`src/hdl/multi_timer_pool_top_assert.svh`:
```
// ---------------------------------------------------------------------------
// multi_timer_pool_top_assert.svh
// assertion macros shared by the timer pool modules
// ---------------------------------------------------------------------------
`ifndef MULTI_TIMER_POOL_TOP_ASSERT_SVH
`define MULTI_TIMER_POOL_TOP_ASSERT_SVH
`ifndef SYNTHESIS
// same-cycle implication
`define MTP_ASSERT_IMP(lbl, ante, cons, msg) \
  lbl: assert property (@(posedge clk) disable iff (rst) (ante) |-> (cons)) else $error(msg);
// next-cycle implication
`define MTP_ASSERT_NXT(lbl, ante, cons, msg) \
  lbl: assert property (@(posedge clk) disable iff (rst) (ante) |=> (cons)) else $error(msg);
`else
`define MTP_ASSERT_IMP(lbl, ante, cons, msg)
`define MTP_ASSERT_NXT(lbl, ante, cons, msg)
`endif
`endif

```
`src/hdl/mtp_pkg.sv`:
```
// ---------------------------------------------------------------------------
// mtp_pkg
// result codes, limits and controller/datapath interface types
// ---------------------------------------------------------------------------
package mtp_pkg;

  // request and result field widths
  localparam int DUR_W     = 32;
  localparam int KIND_W    = 2;
  localparam int OUT_IDX_W = 3;

  // result kinds
  localparam logic [KIND_W-1:0] KIND_STARTED      = 2'd0;
  localparam logic [KIND_W-1:0] KIND_BAD_DURATION = 2'd1;
  localparam logic [KIND_W-1:0] KIND_ALL_BUSY     = 2'd2;
  localparam logic [KIND_W-1:0] KIND_EXPIRED      = 2'd3;

  // expiry results reported per tick
  localparam int MAX_RESULTS = 8;
  localparam int REP_W       = $clog2(MAX_RESULTS + 1);

  // controller to datapath commands
  typedef struct packed {
    logic load;        // latch request, rewind scan
    logic start_step;  // check one channel for a start request
    logic tick_read;   // fetch one channel's countdown for a tick
    logic emit_bad;    // report bad duration
    logic flush;       // report the held expiry as the last one
  } mtp_cmd_t;

  // datapath to controller status
  typedef struct packed {
    logic dur_zero;    // incoming duration is zero
    logic sel_free;    // channel under the scan pointer is free
    logic idx_last;    // scan pointer is on the last channel
  } mtp_status_t;

endpackage

```
`src/hdl/mtp_ram.sv`:
```
// ---------------------------------------------------------------------------
// mtp_ram
// generic one-write one-read ram with registered read data
// ---------------------------------------------------------------------------
module mtp_ram #(
  parameter int WIDTH = 32,
  parameter int DEPTH = 8
) (
  input  logic                                     clk,
  input  logic                                     we,
  input  logic [((DEPTH > 1) ? $clog2(DEPTH) : 1)-1:0] waddr,
  input  logic [WIDTH-1:0]                         wdata,
  input  logic [((DEPTH > 1) ? $clog2(DEPTH) : 1)-1:0] raddr,
  output logic [WIDTH-1:0]                         rdata
);

  logic [WIDTH-1:0] mem [DEPTH];

  // write port
  always_ff @(posedge clk) begin
    if (we) begin
      mem[waddr] <= wdata;
    end
  end

  // registered read port
  always_ff @(posedge clk) begin
    rdata <= mem[raddr];
  end

endmodule

```
`src/hdl/mtp_ctrl.sv`:
```
// ---------------------------------------------------------------------------
// mtp_ctrl
// sequencer for start requests and tick scans of the timer pool
// ---------------------------------------------------------------------------
`include "multi_timer_pool_top_assert.svh"
module mtp_ctrl (
  input  logic                clk,
  input  logic                rst,
  input  logic                start,
  input  logic                req_type,
  input  mtp_pkg::mtp_status_t st,
  output mtp_pkg::mtp_cmd_t   cmd,
  output logic                busy
);
  import mtp_pkg::*;

  localparam logic [2:0] S_IDLE  = 3'd0;
  localparam logic [2:0] S_BAD   = 3'd1;
  localparam logic [2:0] S_START = 3'd2;
  localparam logic [2:0] S_TICK  = 3'd3;
  localparam logic [2:0] S_DRAIN = 3'd4;
  localparam logic [2:0] S_FLUSH = 3'd5;

  logic [2:0] state;
  logic [2:0] state_next;
  logic       accept;

  assign busy   = (state != S_IDLE);
  assign accept = start && !busy;

  // next state and commands
  always_comb begin
    state_next = state;
    cmd        = '0;
    case (state)
      S_IDLE: begin
        if (accept) begin
          cmd.load = 1'b1;
          if (!req_type) begin
            state_next = S_TICK;
          end else if (st.dur_zero) begin
            state_next = S_BAD;
          end else begin
            state_next = S_START;
          end
        end
      end
      S_BAD: begin
        cmd.emit_bad = 1'b1;
        state_next   = S_IDLE;
      end
      S_START: begin
        cmd.start_step = 1'b1;
        if (st.sel_free || st.idx_last) begin
          state_next = S_IDLE;
        end
      end
      S_TICK: begin
        cmd.tick_read = 1'b1;
        if (st.idx_last) begin
          state_next = S_DRAIN;
        end
      end
      S_DRAIN: begin
        state_next = S_FLUSH;
      end
      S_FLUSH: begin
        cmd.flush  = 1'b1;
        state_next = S_IDLE;
      end
      default: begin
        state_next = S_IDLE;
      end
    endcase
  end

  // state register
  always_ff @(posedge clk) begin
    if (rst) begin
      state <= S_IDLE;
    end else begin
      state <= state_next;
    end
  end

  `MTP_ASSERT_NXT(a_zero_dur, accept && req_type && st.dur_zero, state == S_BAD, "zero duration not rejected")
  `MTP_ASSERT_IMP(a_one_cmd, 1'b1, $onehot0(cmd), "more than one command at once")
  `MTP_ASSERT_NXT(a_tick_drain, (state == S_TICK) && st.idx_last, state == S_DRAIN, "tick scan overran")

endmodule

```
`src/hdl/mtp_datapath.sv`:
```
// ---------------------------------------------------------------------------
// mtp_datapath
// channel state, countdown rams, shared decrementer and result register
// ---------------------------------------------------------------------------
`include "multi_timer_pool_top_assert.svh"
module mtp_datapath #(
  parameter int NUM_CHANNELS = 8,
  parameter int COUNT_BITS   = 32
) (
  input  logic                                 clk,
  input  logic                                 rst,
  input  mtp_pkg::mtp_cmd_t                    cmd,
  output mtp_pkg::mtp_status_t                 st,
  input  logic [mtp_pkg::DUR_W-1:0]            duration_ticks,
  input  logic                                 periodic,
  output logic                                 strobe,
  output logic [mtp_pkg::KIND_W-1:0]           result_kind,
  output logic [mtp_pkg::OUT_IDX_W-1:0]        channel_index,
  output logic                                 last
);
  import mtp_pkg::*;

  localparam int IDX_W = (NUM_CHANNELS > 1) ? $clog2(NUM_CHANNELS) : 1;
  localparam int EXT_W = (IDX_W > OUT_IDX_W) ? IDX_W : OUT_IDX_W;
  localparam logic [IDX_W-1:0] LAST_IDX = IDX_W'(NUM_CHANNELS - 1);

  // scan and channel state
  logic [IDX_W-1:0]        idx;
  logic                    s1_valid;
  logic [IDX_W-1:0]        s1_idx;
  logic [NUM_CHANNELS-1:0] chan_busy;
  logic [NUM_CHANNELS-1:0] chan_repeat;
  logic [COUNT_BITS-1:0]   dur_reg;
  logic                    per_reg;
  logic                    pend_valid;
  logic [IDX_W-1:0]        pend_idx;
  logic [REP_W-1:0]        rep_cnt;

  // result register
  logic                    res_strobe;
  logic [KIND_W-1:0]       res_kind;
  logic [OUT_IDX_W-1:0]    res_idx;
  logic                    res_last;

  logic [COUNT_BITS-1:0]   dur_sat;
  logic [COUNT_BITS-1:0]   ticks_rdata;
  logic [COUNT_BITS-1:0]   reload_rdata;
  logic [COUNT_BITS-1:0]   t_dec;
  logic [COUNT_BITS-1:0]   t_next;
  logic                    claim;
  logic                    expire;
  logic                    report;
  logic                    ticks_we;
  logic [IDX_W-1:0]        ticks_waddr;
  logic [COUNT_BITS-1:0]   ticks_wdata;

  logic                    emit_valid;
  logic [KIND_W-1:0]       emit_kind;
  logic [IDX_W-1:0]        emit_idx;
  logic                    emit_last;
  logic [EXT_W-1:0]        emit_ext;

  // duration fitted to the counter width
  always_comb begin
    dur_sat = COUNT_BITS'(duration_ticks);
    if ((duration_ticks >> COUNT_BITS) != '0) begin
      dur_sat = '1;
    end
  end

  // status to the controller
  assign st.dur_zero = (duration_ticks == '0);
  assign st.sel_free = !chan_busy[idx];
  assign st.idx_last = (idx == LAST_IDX);

  // start claims the channel under the pointer when it is free
  assign claim = cmd.start_step && !chan_busy[idx];

  // shared decrementer on the fetched countdown
  always_comb begin
    t_dec = (ticks_rdata != '0) ? (ticks_rdata - COUNT_BITS'(1)) : '0;
    expire = s1_valid && chan_busy[s1_idx] && (t_dec == '0);
    report = expire && (rep_cnt < REP_W'(MAX_RESULTS));
    t_next = (expire && chan_repeat[s1_idx]) ? reload_rdata : t_dec;
  end

  // countdown write port
  always_comb begin
    ticks_we    = claim || (s1_valid && chan_busy[s1_idx]);
    ticks_waddr = claim ? idx : s1_idx;
    ticks_wdata = claim ? dur_reg : t_next;
  end

  mtp_ram #(
    .WIDTH (COUNT_BITS),
    .DEPTH (NUM_CHANNELS)
  ) u_ticks_ram (
    .clk   (clk),
    .we    (ticks_we),
    .waddr (ticks_waddr),
    .wdata (ticks_wdata),
    .raddr (idx),
    .rdata (ticks_rdata)
  );

  mtp_ram #(
    .WIDTH (COUNT_BITS),
    .DEPTH (NUM_CHANNELS)
  ) u_reload_ram (
    .clk   (clk),
    .we    (claim),
    .waddr (idx),
    .wdata (dur_reg),
    .raddr (idx),
    .rdata (reload_rdata)
  );

  // result selection
  always_comb begin
    emit_valid = 1'b0;
    emit_kind  = KIND_STARTED;
    emit_idx   = '0;
    emit_last  = 1'b1;
    if (cmd.emit_bad) begin
      emit_valid = 1'b1;
      emit_kind  = KIND_BAD_DURATION;
    end else if (claim) begin
      emit_valid = 1'b1;
      emit_kind  = KIND_STARTED;
      emit_idx   = idx;
    end else if (cmd.start_step && st.idx_last) begin
      emit_valid = 1'b1;
      emit_kind  = KIND_ALL_BUSY;
    end else if (report && pend_valid) begin
      emit_valid = 1'b1;
      emit_kind  = KIND_EXPIRED;
      emit_idx   = pend_idx;
      emit_last  = 1'b0;
    end else if (cmd.flush && pend_valid) begin
      emit_valid = 1'b1;
      emit_kind  = KIND_EXPIRED;
      emit_idx   = pend_idx;
    end
    emit_ext = EXT_W'(emit_idx);
  end

  // control state
  always_ff @(posedge clk) begin
    if (rst) begin
      idx         <= '0;
      s1_valid    <= 1'b0;
      chan_busy   <= '0;
      chan_repeat <= '0;
      pend_valid  <= 1'b0;
      rep_cnt     <= '0;
      res_strobe  <= 1'b0;
    end else begin
      s1_valid   <= cmd.tick_read;
      res_strobe <= emit_valid;
      if (cmd.load) begin
        idx        <= '0;
        pend_valid <= 1'b0;
        rep_cnt    <= '0;
      end else if ((cmd.tick_read || (cmd.start_step && !claim)) && !st.idx_last) begin
        idx <= idx + IDX_W'(1);
      end
      if (claim) begin
        chan_busy[idx]   <= 1'b1;
        chan_repeat[idx] <= per_reg;
      end
      if (expire && !chan_repeat[s1_idx]) begin
        chan_busy[s1_idx]   <= 1'b0;
        chan_repeat[s1_idx] <= 1'b0;
      end
      if (report) begin
        pend_valid <= 1'b1;
        rep_cnt    <= rep_cnt + REP_W'(1);
      end else if (cmd.flush) begin
        pend_valid <= 1'b0;
      end
    end
  end

  // payload registers
  always_ff @(posedge clk) begin
    s1_idx <= idx;
    if (cmd.load) begin
      dur_reg <= dur_sat;
      per_reg <= periodic;
    end
    if (report) begin
      pend_idx <= s1_idx;
    end
    if (emit_valid) begin
      res_kind <= emit_kind;
      res_idx  <= emit_ext[OUT_IDX_W-1:0];
      res_last <= emit_last;
    end
  end

  assign strobe        = res_strobe;
  assign result_kind   = res_kind;
  assign channel_index = res_idx;
  assign last          = res_last;

  `MTP_ASSERT_IMP(a_err_last, res_strobe && (res_kind != KIND_EXPIRED), res_last, "single result not marked last")
  `MTP_ASSERT_IMP(a_rep_cap, 1'b1, rep_cnt <= REP_W'(MAX_RESULTS), "expiry report count overflow")
  `MTP_ASSERT_NXT(a_flush_clr, cmd.flush, !pend_valid, "held expiry survived flush")

endmodule

```
`src/hdl/multi_timer_pool_top.sv`:
```
// ---------------------------------------------------------------------------
// multi_timer_pool_top
// bank of one-shot and periodic countdown channels
// ---------------------------------------------------------------------------
// start request: one channel checked per cycle from index 0 until a free one is
//   claimed or the last one is checked, with busy high while the search runs; a
//   zero duration skips the search and answers with a bad-duration result
// tick: busy covers the scan, a drain state and a flush state, paced by one shared
//   decrementer and one countdown ram read per cycle; expiries leave at most one
//   per cycle in index order
// reset (rst, synchronous) frees every channel; the countdown rams are not cleared
module multi_timer_pool_top #(
  parameter int NUM_CHANNELS = 8,
  parameter int COUNT_BITS   = 32
) (
  input  logic                          clk,
  input  logic                          rst,
  input  logic                          start,
  output logic                          busy,
  input  logic                          req_type,
  input  logic [mtp_pkg::DUR_W-1:0]     duration_ticks,
  input  logic                          periodic,
  output logic                          strobe,
  output logic [mtp_pkg::KIND_W-1:0]    result_kind,
  output logic [mtp_pkg::OUT_IDX_W-1:0] channel_index,
  output logic                          last
);
  import mtp_pkg::*;

  mtp_cmd_t    cmd;
  mtp_status_t st;

  // request sequencer
  mtp_ctrl u_ctrl (
    .clk      (clk),
    .rst      (rst),
    .start    (start),
    .req_type (req_type),
    .st       (st),
    .cmd      (cmd),
    .busy     (busy)
  );

  // channel storage and result path
  mtp_datapath #(
    .NUM_CHANNELS (NUM_CHANNELS),
    .COUNT_BITS   (COUNT_BITS)
  ) u_datapath (
    .clk            (clk),
    .rst            (rst),
    .cmd            (cmd),
    .st             (st),
    .duration_ticks (duration_ticks),
    .periodic       (periodic),
    .strobe         (strobe),
    .result_kind    (result_kind),
    .channel_index  (channel_index),
    .last           (last)
  );

endmodule

```
`config.mk`:
```
export PLATFORM = sky130hd
export DESIGN_NAME = multi_timer_pool_top
export DESIGN_NICKNAME = d
export VERILOG_FILES = /design/src/hdl/mtp_pkg.sv /design/src/hdl/mtp_ram.sv /design/src/hdl/mtp_ctrl.sv /design/src/hdl/mtp_datapath.sv /design/src/hdl/multi_timer_pool_top.sv
export VERILOG_INCLUDE_DIRS = /design/src /design/src/hdl
export SDC_FILE = /design/constraint.sdc
export NUM_CORES = 1
export LEC_CHECK = 0
export ABC_AREA = 0
export BUFFER_PORTS_ARGS = -buffer_cell sky130_fd_sc_hd__buf_4
export CORE_UTILIZATION = 30
export CTS_CLUSTER_SIZE = 8
export DETAILED_ROUTE_END_ITERATION = 12
export GPL_TIMING_DRIVEN = 0
export PLACE_DENSITY = 0.55
export SYNTH_ARGS = -nofsm -noshare
export SYNTH_HDL_FRONTEND = slang
export SYNTH_HIERARCHICAL = 1
export SYNTH_SLANG_ARGS = --single-unit
```
`constraint.sdc`:
```
create_clock -name clk -period 5.5 [get_ports clk]
set_input_delay 0.55 -clock clk [delete_from_list [all_inputs] [get_ports clk]]
set_output_delay 0.55 -clock clk [all_outputs]
set_load 0.02 [all_outputs]
```
==> impl_results.md, run 1 <==
* Finished Core Util at a little over a third
* CP peak stage delay at 0.66 ns
* ANT nets after route at 0
* Die area at around 0.086 mm2
* WS Path Type: flip-flop to flip-flop
* Number of buffers added on ports at 44
* Worst-path clk slew at 0.06 ns
* Die H at between 200 and 300 um
* Comb pwr share at 4.2%
* Largest regs: u_datapath/u_reload_ram/mem (256), u_datapath/u_ticks_ram/mem (256)
* Number of I/O pins at 45
* Final setup fails at 0
* Run status: finished, final reports clean
* Number of global-route vias before repair at approximately 14000
* Leak pwr at roughly 10 nW
* Total gr overflow at 0
* Crit start category: flip-flop
* CP arrival at 5.19 ns
* Fmax at 205 MHz
* Dpl hpwl at approximately 40 mm
* Initial Util at 30.4%
* Power Dens Cells at between 300 and 400 mW/mm2
* Share of layout cells above drive strength 1 at 22.1%
* Tightest Pin Transition at 1.01 ns
* Gpl congestion at 0.876
* Cell taking the most area after synthesis: edfxtp_1
* Maximum clock path buffer count at 3
* Sw frac at 21.1%
* Number of hold violations in the final report at 0
* Post-route minimum period at 4.87 ns
* Fin nets at 1555
* First-pass GRT wire length at 88.3 mm
* Mapped Cells at around 1300
* Hold_ws at 0.103 ns
* Slowest CP cell: dfxtp_1
* Pin count of the biggest net entering global routing at 33
* Synth area leaders: edfxtp_1, mux4_1, dfxtp_1, mux4_2, mux2_2
* Skew-Pair Late Insertion Delay at 0.63 ns
* Vias at approximately 13000
* CP required at just under 6 ns
* Final slew viol count at 0
* Drt via density at a little under 5
* WL/cell at 22.0 um
* Avg Cell Area, Syn at 19.0 um2
* Final WL at 59.9 mm
* Pre-antenna DRT Iters at 5
* GRT Util Overall at 13.9%
* Core box area at ~0.084 mm2
* # diodes at 0
* CTS tree: yes
* Iter 0 DRT Violations at 920
* Initial antenna violation count at 0
* Post-CTS resize count at 0
* Critical Path End Type: flip-flop
* Crit path max fanout at 10
* Syn Nets at about 1400
* Placement row count at 106
* Cell Chain, Critical Path: clkbuf_1 -> mux4_2 -> mux2i_1 -> nand2_1 -> clkbuf_1 -> clkbuf_1 -> nand2_1 -> nand2_1 -> nor3_2 -> buf_6 -> buf_6 -> buf_6
* Period utilisation layout at 88.6%
* Setup bufs post-CTS at 0
* Yosys top cell area share at about two thirds
* Drt drc at 0
* Sequential share of power at 49.8%
* Worst hold path type: primary input to flip-flop
* Total CTS buffers at 91
* CTS root buf: clkbuf_16
* Synth Register Bits at 650
* Sw power at 0.00239 W
* Synth Flop Type: edfxtp_1
* Clock Skews at between 0.02 and 0.025 ns
* Post-synth cell types at between 50 and 60
* Clock share of power at 45.9%
* Rel. slew slack at 32.3%
* Unrepaired setup endpoints after global routing: no
* Die Wd at 294 um
* Mapped Area at approximately 0.026 mm2
* EDFF count, synth at approximately 550
* Synth Warn # at 6
* Hold-fix buffers, CTS at 0
* Peak supply drop at 212 uV
* H-Tree Depth at 3
* Internal at 0.00892 W
* Area grow syn2layout at 19.6%
* Number of max-cap violations at 0
* Sequential-to-total area share from yosys stat at 72.6%
* CTS sink cnt at 650
* Tot Pwr at 0.0113 W
* Post-synthesis async set-or-reset flop share at 0%
## cells by family after synthesis
| logic type | after synthesis | synth area share (%) |
|---|---|---|
| DFF | 650 | 72.6 |
| and+or+nand+nor | 255 | 5.13 |
| muxes | 209 | 16.1 |
| AOI/OAI and AO/OA | 128 | 3.34 |
| buffers and inverters | 77 | 1.72 |
| xor gates and xnor gates | 25 | 0.857 |
| adders and majority gates | 4 | 0.196 |
## cell usage in the layout, fill, tap and decap left out, types with 3 or more instances in the layout
master and instances:
nor2_1 52, a31oi_1 6, nor2b_1 3, clkbuf_1 93, inv_1 13, o21ai_0 25
nor3_2 4, buf_2 15, a21o_1 32, nand2b_1 10, nand4_1 11, nor4_1 24
buf_6 32, xor2_1 8, nor2_4 12, mux2i_1 13, mux4_2 52, nand3b_1 3
or3_1 9, nor3b_1 4, buf_12 11, a21oi_1 26, nand2_1 62, nand3_1 13
mux2_2 64, nor4b_1 3, clkbuf_16 93, buf_4 46, mux4_1 80, o31a_1 7
ha_1 4, xnor2_1 17, edfxtp_1 554, or4_1 6, o31ai_1 16, buf_1 9
nor3_1 22, dfxtp_1 96
## per-layer routing
metal | routed length [um] | vias to the layer above | track usage (%)
li1 | - | 5881 | -
met1 | 26100 | 6905 | 18.1
met2 | 29500 | 344 | 23.3
met3 | 2770 | 103 | 2.33
met4 | 1580 | 0 | 5.13
met5 | 0 | - | 0
## Yosys cell counts, types with 15 or more instances
cell,count
nor3_1,26
edfxtp_1,554
dfxtp_1,96
clkbuf_1,21
mux4_2,52
nor4_1,24
mux4_1,80
o21ai_0,25
o31ai_1,16
xnor2_1,17
buf_6,17
mux2_2,64
a21o_1,32
a21oi_1,26
buf_2,15
nand2_1,62
nor2_1,64
## path summary, 6_finish.rpt
kind                                                            from                                     endpoint  slack (ns)  depth (start not counted)
worst max-delay path                  u_datapath/idx[1]$_SDFFE_PP0P_  u_datapath/u_ticks_ram/mem[4][31]$_DFFE_PP_        0.63                         12
worst min-delay path                                        periodic                 u_datapath/per_reg$_DFFE_PP_        0.10                          1
worst max register to register        u_datapath/idx[1]$_SDFFE_PP0P_  u_datapath/u_ticks_ram/mem[4][31]$_DFFE_PP_        0.63                         12
worst min register to register  u_datapath/chan_repeat[3]$_SDFF_PP0_         u_datapath/chan_repeat[3]$_SDFF_PP0_        0.49                          2
## power groups by stage
stage	clock network, W	registers (W)	logic, W
after global routing	0.00553	0.00564	0.000519
after global placement	0	0.00573	0.000448
after detailed placement	0	0.00573	0.000478
final	0.00520	0.00564	0.000481
after floorplan	0	0.00568	0.000291
after CTS	0.00532	0.00564	0.000482
## worst max-delay path, delay by kind of cell (launching register included)
kind,cells,cell delay (ns)
buf+inv,6,1.76
simple gates,4,1.26
mux,2,0.86
flops,1,0.66
## per-stage QoR
stage | instance area [um2] | worst slack (ns) | cells | setup TNS, ns
3_3_place_gp | 27300 | -3.22 | 2526 | -747.63
3_5_place_dp | 27900 | 0.576 | 2555 | 0
6_report | 30600 | 0.629 | 2725 | 0
5_1_grt | 30600 | 0.369 | 2725 | 0
4_1_cts | 30600 | 0.524 | 2725 | 0
2_1_floorplan | 25600 | 0.543 | 1348 | 0
## area by class of cell
| type | count | area (um2) |
|---|---|---|
| multi-input cells | 621 | 6670 |
| fillers | 7759 | 53400 |
| clock inverters | 5 | 87.6 |
| clock buffers | 165 | 2600 |
| inverters | 14 | 52.6 |
| well taps | 1134 | 1420 |
| plain buffers | 63 | 387 |
| flip-flops and latches | 650 | 18600 |
| repair buffers | 73 | 782 |
(Power assumes the default switching activity.)
==> run 2, diff against run 1 <==
--- a/config.mk
+++ b/config.mk
@@ -11,7 +11,6 @@
 export CORE_UTILIZATION = 30
 export CTS_CLUSTER_SIZE = 8
 export DETAILED_ROUTE_END_ITERATION = 12
-export GPL_TIMING_DRIVEN = 0
 export PLACE_DENSITY = 0.55
 export SYNTH_ARGS = -nofsm -noshare
 export SYNTH_HDL_FRONTEND = slang
==> run 2 against run 1 <==
Effect of this change:
- clock power is 1% lower
- die area stayed put
- fmax is 11% higher
- combinational power down 7.7%
- hold slack better by 0.0063 ns
- largest power group unchanged
==> impl_results.md, run 2 (synthesis results as in run 1) <==
* First-pass GRT wire length at 88.9 mm (was 88.3 mm)
* Gpl congestion at 0.880 (was 0.876)
* Unrepaired setup endpoints after global routing: no (unchanged)
* # diodes at 0 (unchanged)
* CP required at 5.92 ns (was 5.82 ns)
* Initial Util at 30.4% (unchanged)
* Hold-fix buffers, CTS at 0 (unchanged)
* Worst hold path endpoint: u_datapath/per_reg$_DFFE_PP_ (unchanged)
* Placed instance area at 0.0274 mm2 (was 0.0279 mm2)
* R2R Path Start: u_datapath/u_ticks_ram/rdata[0]$_DFF_P_ (was u_datapath/idx[1]$_SDFFE_PP0P_)
* CP peak stage delay at 0.56 ns (was 0.66 ns)
* Dpl hpwl at 36.5 mm (was 39.8 mm)
* GRT Util Overall at 14.1% (was 13.9%)
* Crit path max fanout at 32 (was 10)
* Largest regs: u_datapath/u_reload_ram/mem (256), u_datapath/u_ticks_ram/mem (256) (unchanged)
* Worst path depth at 11 (was 12)
* Setup slack, reg-to-reg at 1.12 ns (was 0.63 ns)
* Drt drc at 0 (unchanged)
* Worst-path clk slew at 0.05 ns (was 0.06 ns)
* WS Path Type: flip-flop to flip-flop (unchanged)
* CTS tree: yes (unchanged)
* Multi-input gate area in the final layout at 0.00667 mm2 (about the same)
* Clock Skews at 0.0232 ns (was 0.0204 ns)
* Skew-Pair Late Insertion Delay at 0.62 ns (was 0.63 ns)
* Peak supply drop at 244 uV (was 212 uV)
* Worst hold path type: primary input to flip-flop (unchanged)
* Number of max-cap violations at 0 (unchanged)
* Fmax at 228 MHz (was 205 MHz)
* CTS root buf: clkbuf_16 (unchanged)
* Number of global-route vias before repair at 13608 (was 13629)
* Worst hold stages at 1 (unchanged)
* Leak pwr at 9.54 nW (was 9.78 nW)
* Pin count of the biggest net entering global routing at 61 (was 33)
* Run status: finished, final reports clean (unchanged)
* Leading cell type in the layout, fill and taps excluded: edfxtp_1 (unchanged)
* Final WL at 60.3 mm (was 59.9 mm)
* Commonest cells after routing, fill and taps aside: edfxtp_1, clkbuf_16, dfxtp_1, mux4_1, buf_4 (was edfxtp_1, dfxtp_1, clkbuf_16, clkbuf_1, mux4_1)
* Total CTS buffers at 91 (unchanged)
* Number of hold violations in the final report at 0 (unchanged)
* Placement row count at 106 (unchanged)
* Share of layout cells above drive strength 1 at 21.5% (was 22.1%)
* Initial antenna violation count at 3 (was 0)
* Core box area at 0.0840 mm2 (unchanged)
* Post-route minimum period at 4.38 ns (was 4.87 ns)
* Total gr overflow at 0 (unchanged)
* Slowest CP cell: nor3b_1 (was dfxtp_1)
* WL/cell at 22.7 um (was 22.0 um)
* Post-route cell area at 0.0300 mm2 (was 0.0306 mm2)
* FF-to-FF End: u_datapath/u_ticks_ram/mem[4][23]$_DFFE_PP_ (was u_datapath/u_ticks_ram/mem[4][31]$_DFFE_PP_)
* Metal-1 WL at 26.3 mm (was 26.1 mm)
* Setup bufs post-CTS at 0 (unchanged)
* CTS sink cnt at 650 (unchanged)
* Met2 routed WL at 29.9 mm (was 29.5 mm)
* CP top delay family: simple AND/OR/NAND/NOR gates (was buffers and inverters)
* Crit start category: flip-flop (unchanged)
* Met3 wire length at 2.50 mm (was 2.77 mm)
* Die area at 0.0863 mm2 (unchanged)
* Worst setup margin at 1.12 ns (was 0.629 ns)
* Iter 0 DRT Violations at 896 (was 920)
* Vias at 12994 (was 13233)
* Crit path buf inv count at 2 (was 6)
* CP arrival at 4.80 ns (was 5.19 ns)
* Final setup fails at 0 (unchanged)
* Die Wd at 294 um (unchanged)
* Fin nets at 1497 (was 1555)
* Maximum clock path buffer count at 3 (unchanged)
* Power Dens Cells at 374 mW/mm2 (was 370 mW/mm2)
* Final slew viol count at 0 (unchanged)
* Critical path's most frequent cell: nand4_1
* Number of buffers added on ports at 44 (unchanged)
* Post-CTS resize count at 0 (unchanged)
* Critical Path End Type: flip-flop (unchanged)
* Fill count at 7801 (was 7759)
* Die H at 294 um (unchanged)
* ANT nets after route at 0 (unchanged)
* Place WS at 1.27 ns (was 0.576 ns)
* Cell Chain, Critical Path: inv_1 -> ha_1 -> nor3b_1 -> nand4_1 -> nor4_1 -> xnor2_1 -> nand4_1 -> o31ai_2 -> and3_1 -> buf_4 -> a21o_1 (was clkbuf_1 -> mux4_2 -> mux2i_1 -> nand2_1 -> clkbuf_1 -> clkbuf_1 -> nand2_1 -> nand2_1 -> nor3_2 -> buf_6 -> buf_6 -> buf_6)
* Pre-antenna DRT Iters at 5 (unchanged)
* Number of I/O pins at 45 (unchanged)
* Hold_sp: periodic (unchanged)
* Tightest Pin Transition at 0.888 ns (was 1.01 ns)
* Register Area at 0.0186 mm2 (about the same)
* Drt via density at 4.88 (was 4.86)
* Top routing layer in use: met5 (was met4)
* Rel. slew slack at 40.8% (was 32.3%)
* R2R depth at 11 (was 12)
* Period utilisation layout at 79.7% (was 88.6%)
* Area grow syn2layout at 17.5% (was 19.6%)
* Sum of negative setup slack at 0 ns (unchanged)
* H-Tree Depth at 3 (unchanged)
[run 2: cell types whose count changed in the layout (fill, tap and decap cells not counted), sizes merged]
cell	change
clkinv	+3
clkbuf	-26
bufinv	-1
buf	-37
inv	-2
[run 2: report_power, final]
part	leakage (nW)	switching, W	internal (W)	total (W)
combinational	2.46	0.000274	0.000170	0.000444
sequential	5.82	0.000111	0.00553	0.00564
clock	1.26	0.00199	0.00316	0.00515
total	9.54	0.00238	0.00885	0.0112
[run 2: layer usage]
metal	vias to the layer above	GRT usage (%)
li1	5762	-
met1	6807	18.4
met2	327	23.4
met3	96	2.34
met4	2	5.28
met5	-	0
[run 2: final cells by class]
cell class | instances | area share (%)
sequential | 650 | 61.8
multi-input combinational | 621 | 22.2
clock buffer | 160 | 8.62
tap | 1134 | 4.72
timing repair buffer | 78 | 2.20
clock inverter | 5 | 0.229
inverter | 14 | 0.175
[run 2: stage by stage]
step                hold slack (ns)  power [W]  utilization [%]  cells
floorplan                     0.430    0.00597                -   1348
global placement              0.480    0.00616             32.6   2497
detailed placement            0.486    0.00617             32.6   2497
CTS                          0.0641     0.0113             35.8   2662
global route                 0.0826     0.0116             35.8   2662
finish                        0.109     0.0112             35.8   2662
[run 2: worst max-delay path by stage]
stage	end	startpoint	slack, ns
2_1_floorplan	u_datapath/u_ticks_ram/mem[0][0]$_DFFE_PP_	u_datapath/idx[1]$_SDFFE_PP0P_	0.54
3_3_place_gp	u_datapath/u_ticks_ram/mem[4][19]$_DFFE_PP_	u_datapath/u_ticks_ram/rdata[0]$_DFF_P_	1.30
3_5_place_dp	u_datapath/u_ticks_ram/mem[2][27]$_DFFE_PP_	u_datapath/u_ticks_ram/rdata[0]$_DFF_P_	1.27
4_1_cts	u_datapath/u_ticks_ram/mem[3][27]$_DFFE_PP_	u_datapath/u_ticks_ram/rdata[0]$_DFF_P_	1.21
5_1_grt	u_datapath/u_ticks_ram/mem[4][23]$_DFFE_PP_	u_datapath/u_ticks_ram/rdata[0]$_DFF_P_	0.88
6_report	u_datapath/u_ticks_ram/mem[4][23]$_DFFE_PP_	u_datapath/u_ticks_ram/rdata[0]$_DFF_P_	1.12
[run 2: worst register-to-register path: cells and delay by family (launching register included)]
family / cells / cell delay, ns
compound gates: 2 / 0.88
buf+inv: 2 / 0.56
flops: 1 / 0.36
xor+xnor: 1 / 0.28
simple gates: 5 / 1.92
fa+ha+maj: 1 / 0.18
==> run 3, diff against run 2 <==
==> constraint.sdc (replaced) <==
create_clock -name clk -period 4.2 [get_ports clk]
set_input_delay 0.42 -clock clk [delete_from_list [all_inputs] [get_ports clk]]
set_output_delay 0.42 -clock clk [all_outputs]
set_load 0.02 [all_outputs]
==> run 3 against run 2 <==
Effect of this change:
- final area up 1.3%
- setup slack lost 0.80 ns
- register-to-register slack got worse by 0.80 ns
- clock skew up 0.0072 ns
- critical path type unchanged
- highest routed layer is now met4
==> impl_results.md, run 3 (synthesis results as in run 1) <==
* Run status: finished, final reports clean (unchanged)
* Worst setup margin at 0.319 ns (was 1.12 ns)
* Dpl hpwl at 34.8 mm (was 36.5 mm)
* Die H at 294 um (unchanged)
* Initial Util at 30.4% (unchanged)
* Sum of negative setup slack at 0 ns (unchanged)
* Final setup fails at 0 (unchanged)
* Period utilisation layout at 92.4% (was 79.7%)
* WL/cell at 21.9 um (was 22.7 um)
* Power Dens Cells at 486 mW/mm2 (was 374 mW/mm2)
* Finished Core Util at 36.2% (was 35.8%)
* Crit path max fanout at 18 (was 32)
* Post-route minimum period at 3.88 ns (was 4.38 ns)
* Rel. slew slack at 35.9% (was 40.8%)
* Gpl congestion at 0.872 (was 0.880)
* Commonest cells after routing, fill and taps aside: edfxtp_1, clkbuf_16, dfxtp_1, buf_4, mux4_1 (was edfxtp_1, clkbuf_16, dfxtp_1, mux4_1, buf_4)
* CTS sink cnt at 650 (unchanged)
* Total gr overflow at 0 (unchanged)
* Cell Chain, Critical Path: inv_1 -> ha_1 -> or4b_2 -> or4_1 -> nor4_1 -> nand4_1 -> o31ai_2 -> and3_1 -> buf_4 -> a21o_1 (was inv_1 -> ha_1 -> nor3b_1 -> nand4_1 -> nor4_1 -> xnor2_1 -> nand4_1 -> o31ai_2 -> and3_1 -> buf_4 -> a21o_1)
* Peak supply drop at 309 uV (was 244 uV)
* Final WL at 59.2 mm (was 60.3 mm)
* Number of buffers added on ports at 44 (unchanged)
* Post-route insts no fill at 2704 (was 2662)
* Slowest CP cell: or4b_2 (was nor3b_1)
* Placed instance area at 0.0274 mm2 (unchanged)
* Number of max-cap violations at 0 (unchanged)
* CTS root buf: clkbuf_16 (unchanged)
* Tightest Pin Transition at 0.961 ns (was 0.888 ns)
* Number of global-route vias before repair at 13758 (was 13608)
* ANT nets after route at 0 (unchanged)
* Share of layout cells above drive strength 1 at 21.5% (about the same)
* Worst hold path type: primary input to flip-flop (unchanged)
* CP peak stage delay at 0.58 ns (was 0.56 ns)
* Clock Skews at 0.0304 ns (was 0.0232 ns)
* Fin nets at 1537 (was 1497)
* Fill count at 7710 (was 7801)
* Number of I/O pins at 45 (unchanged)
* Total CTS buffers at 91 (unchanged)
* Post-route cell area at 0.0304 mm2 (was 0.0300 mm2)
* Die area at 0.0863 mm2 (unchanged)
* Skew-Pair Late Insertion Delay at 0.64 ns (was 0.62 ns)
* First-pass GRT wire length at 88.3 mm (was 88.9 mm)
* Core box area at 0.0840 mm2 (unchanged)
* Crit path buf inv count at 2 (unchanged)
* Leading cell type in the layout, fill and taps excluded: edfxtp_1 (unchanged)
* CTS tree: yes (unchanged)
* CP required at 4.64 ns (was 5.92 ns)
* Place WS at 0.354 ns (was 1.27 ns)
* Initial antenna violation count at 0 (was 3)
* Unrepaired setup endpoints after global routing: no (unchanged)
* Area grow syn2layout at 19.0% (was 17.5%)
* Iter 0 DRT Violations at 972 (was 896)
* Placement row count at 106 (unchanged)
* Fmax at 258 MHz (was 228 MHz)
* GRT Util Overall at 13.9% (was 14.1%)
* CP arrival at 4.32 ns (was 4.80 ns)
* Final slew viol count at 0 (unchanged)
* Leak pwr at 9.71 nW (was 9.54 nW)
* CP top delay family: simple AND/OR/NAND/NOR gates (unchanged)
* Number of hold violations in the final report at 0 (unchanged)
* H-Tree Depth at 3 (unchanged)
* Vias at 13033 (was 12994)
* # diodes at 0 (unchanged)
* WS Path Type: flip-flop to flip-flop (unchanged)
* Die Wd at 294 um (unchanged)
* Dpl cells at 2502 (was 2497)
* Pre-antenna DRT Iters at 5 (unchanged)
* Largest regs: u_datapath/u_reload_ram/mem (256), u_datapath/u_ticks_ram/mem (256) (unchanged)
* Crit start category: flip-flop (unchanged)
* Worst-path clk slew at 0.05 ns (about the same)
* Critical Path End Type: flip-flop (unchanged)
* Drt via density at 4.82 (was 4.88)
* Drt drc at 0 (unchanged)
* Pin count of the biggest net entering global routing at 143 (was 61)
* Maximum clock path buffer count at 3 (unchanged)
==> run 3: changes by cell type in the layout (fill, tap and decap cells not counted), sizes merged <==
cell,change
clkinv,-2
buf,+8
inv,+1
clkbuf,+3
dlygate4sd3,+32
==> run 3: metrics by stage <==
stage / total power (W) / hold slack (ns)
after detailed placement: 0.00808 / 0.485
after floorplan: 0.00781 / 0.430
after global routing: 0.0153 / 0.0157
final: 0.0148 / 0.0331
after CTS: 0.0149 / 0.00480
after global placement: 0.00806 / 0.477
==> run 3: what timing repair did <==
item                       CTS  global route
buffers inserted             0             3
hold endpoints to repair    32             0
setup endpoints to repair    0           141
gates resized for setup      0             1
hold buffers                32             0
==> run 3: metal layers <==
metal  routed length (um)  track usage [%]  part of all wire (%)
met5                    0                0                     0
met4                 1360             5.03                   2.3
met3                 2410             2.47                   4.1
met2                29800             23.7                    50
met1                25600             17.6                    43
==> run 3: layout make-up <==
type,instances,area (um2),area share (%)
tap,1134,1420,4.67
inverter,14,52.6,0.173
multi-input combinational,621,6690,22.0
clock buffer,163,2630,8.65
clock inverter,4,53.8,0.177
sequential,650,18600,61.1
timing repair buffer,118,991,3.26
==> run 3: worst paths after layout <==
check	cells after the start	end	from	slack (ns)
hold reg to reg	2	u_datapath/chan_repeat[4]$_SDFF_PP0_	u_datapath/chan_repeat[4]$_SDFF_PP0_	0.50
hold / removal	1	u_datapath/dur_reg[14]$_DFFE_PP_	duration_ticks[14]	0.03
setup / recovery	10	u_datapath/u_ticks_ram/mem[2][10]$_DFFE_PP_	u_datapath/u_ticks_ram/rdata[0]$_DFF_P_	0.32
setup reg to reg	10	u_datapath/u_ticks_ram/mem[2][10]$_DFFE_PP_	u_datapath/u_ticks_ram/rdata[0]$_DFF_P_	0.32
==> run 3: power by group <==
group | total [W] | internal [W] | switching, W
Combinational | 0.000611 | 0.000245 | 0.000366
Clock | 0.00678 | 0.00419 | 0.00259
Sequential | 0.00737 | 0.00724 | 0.000133
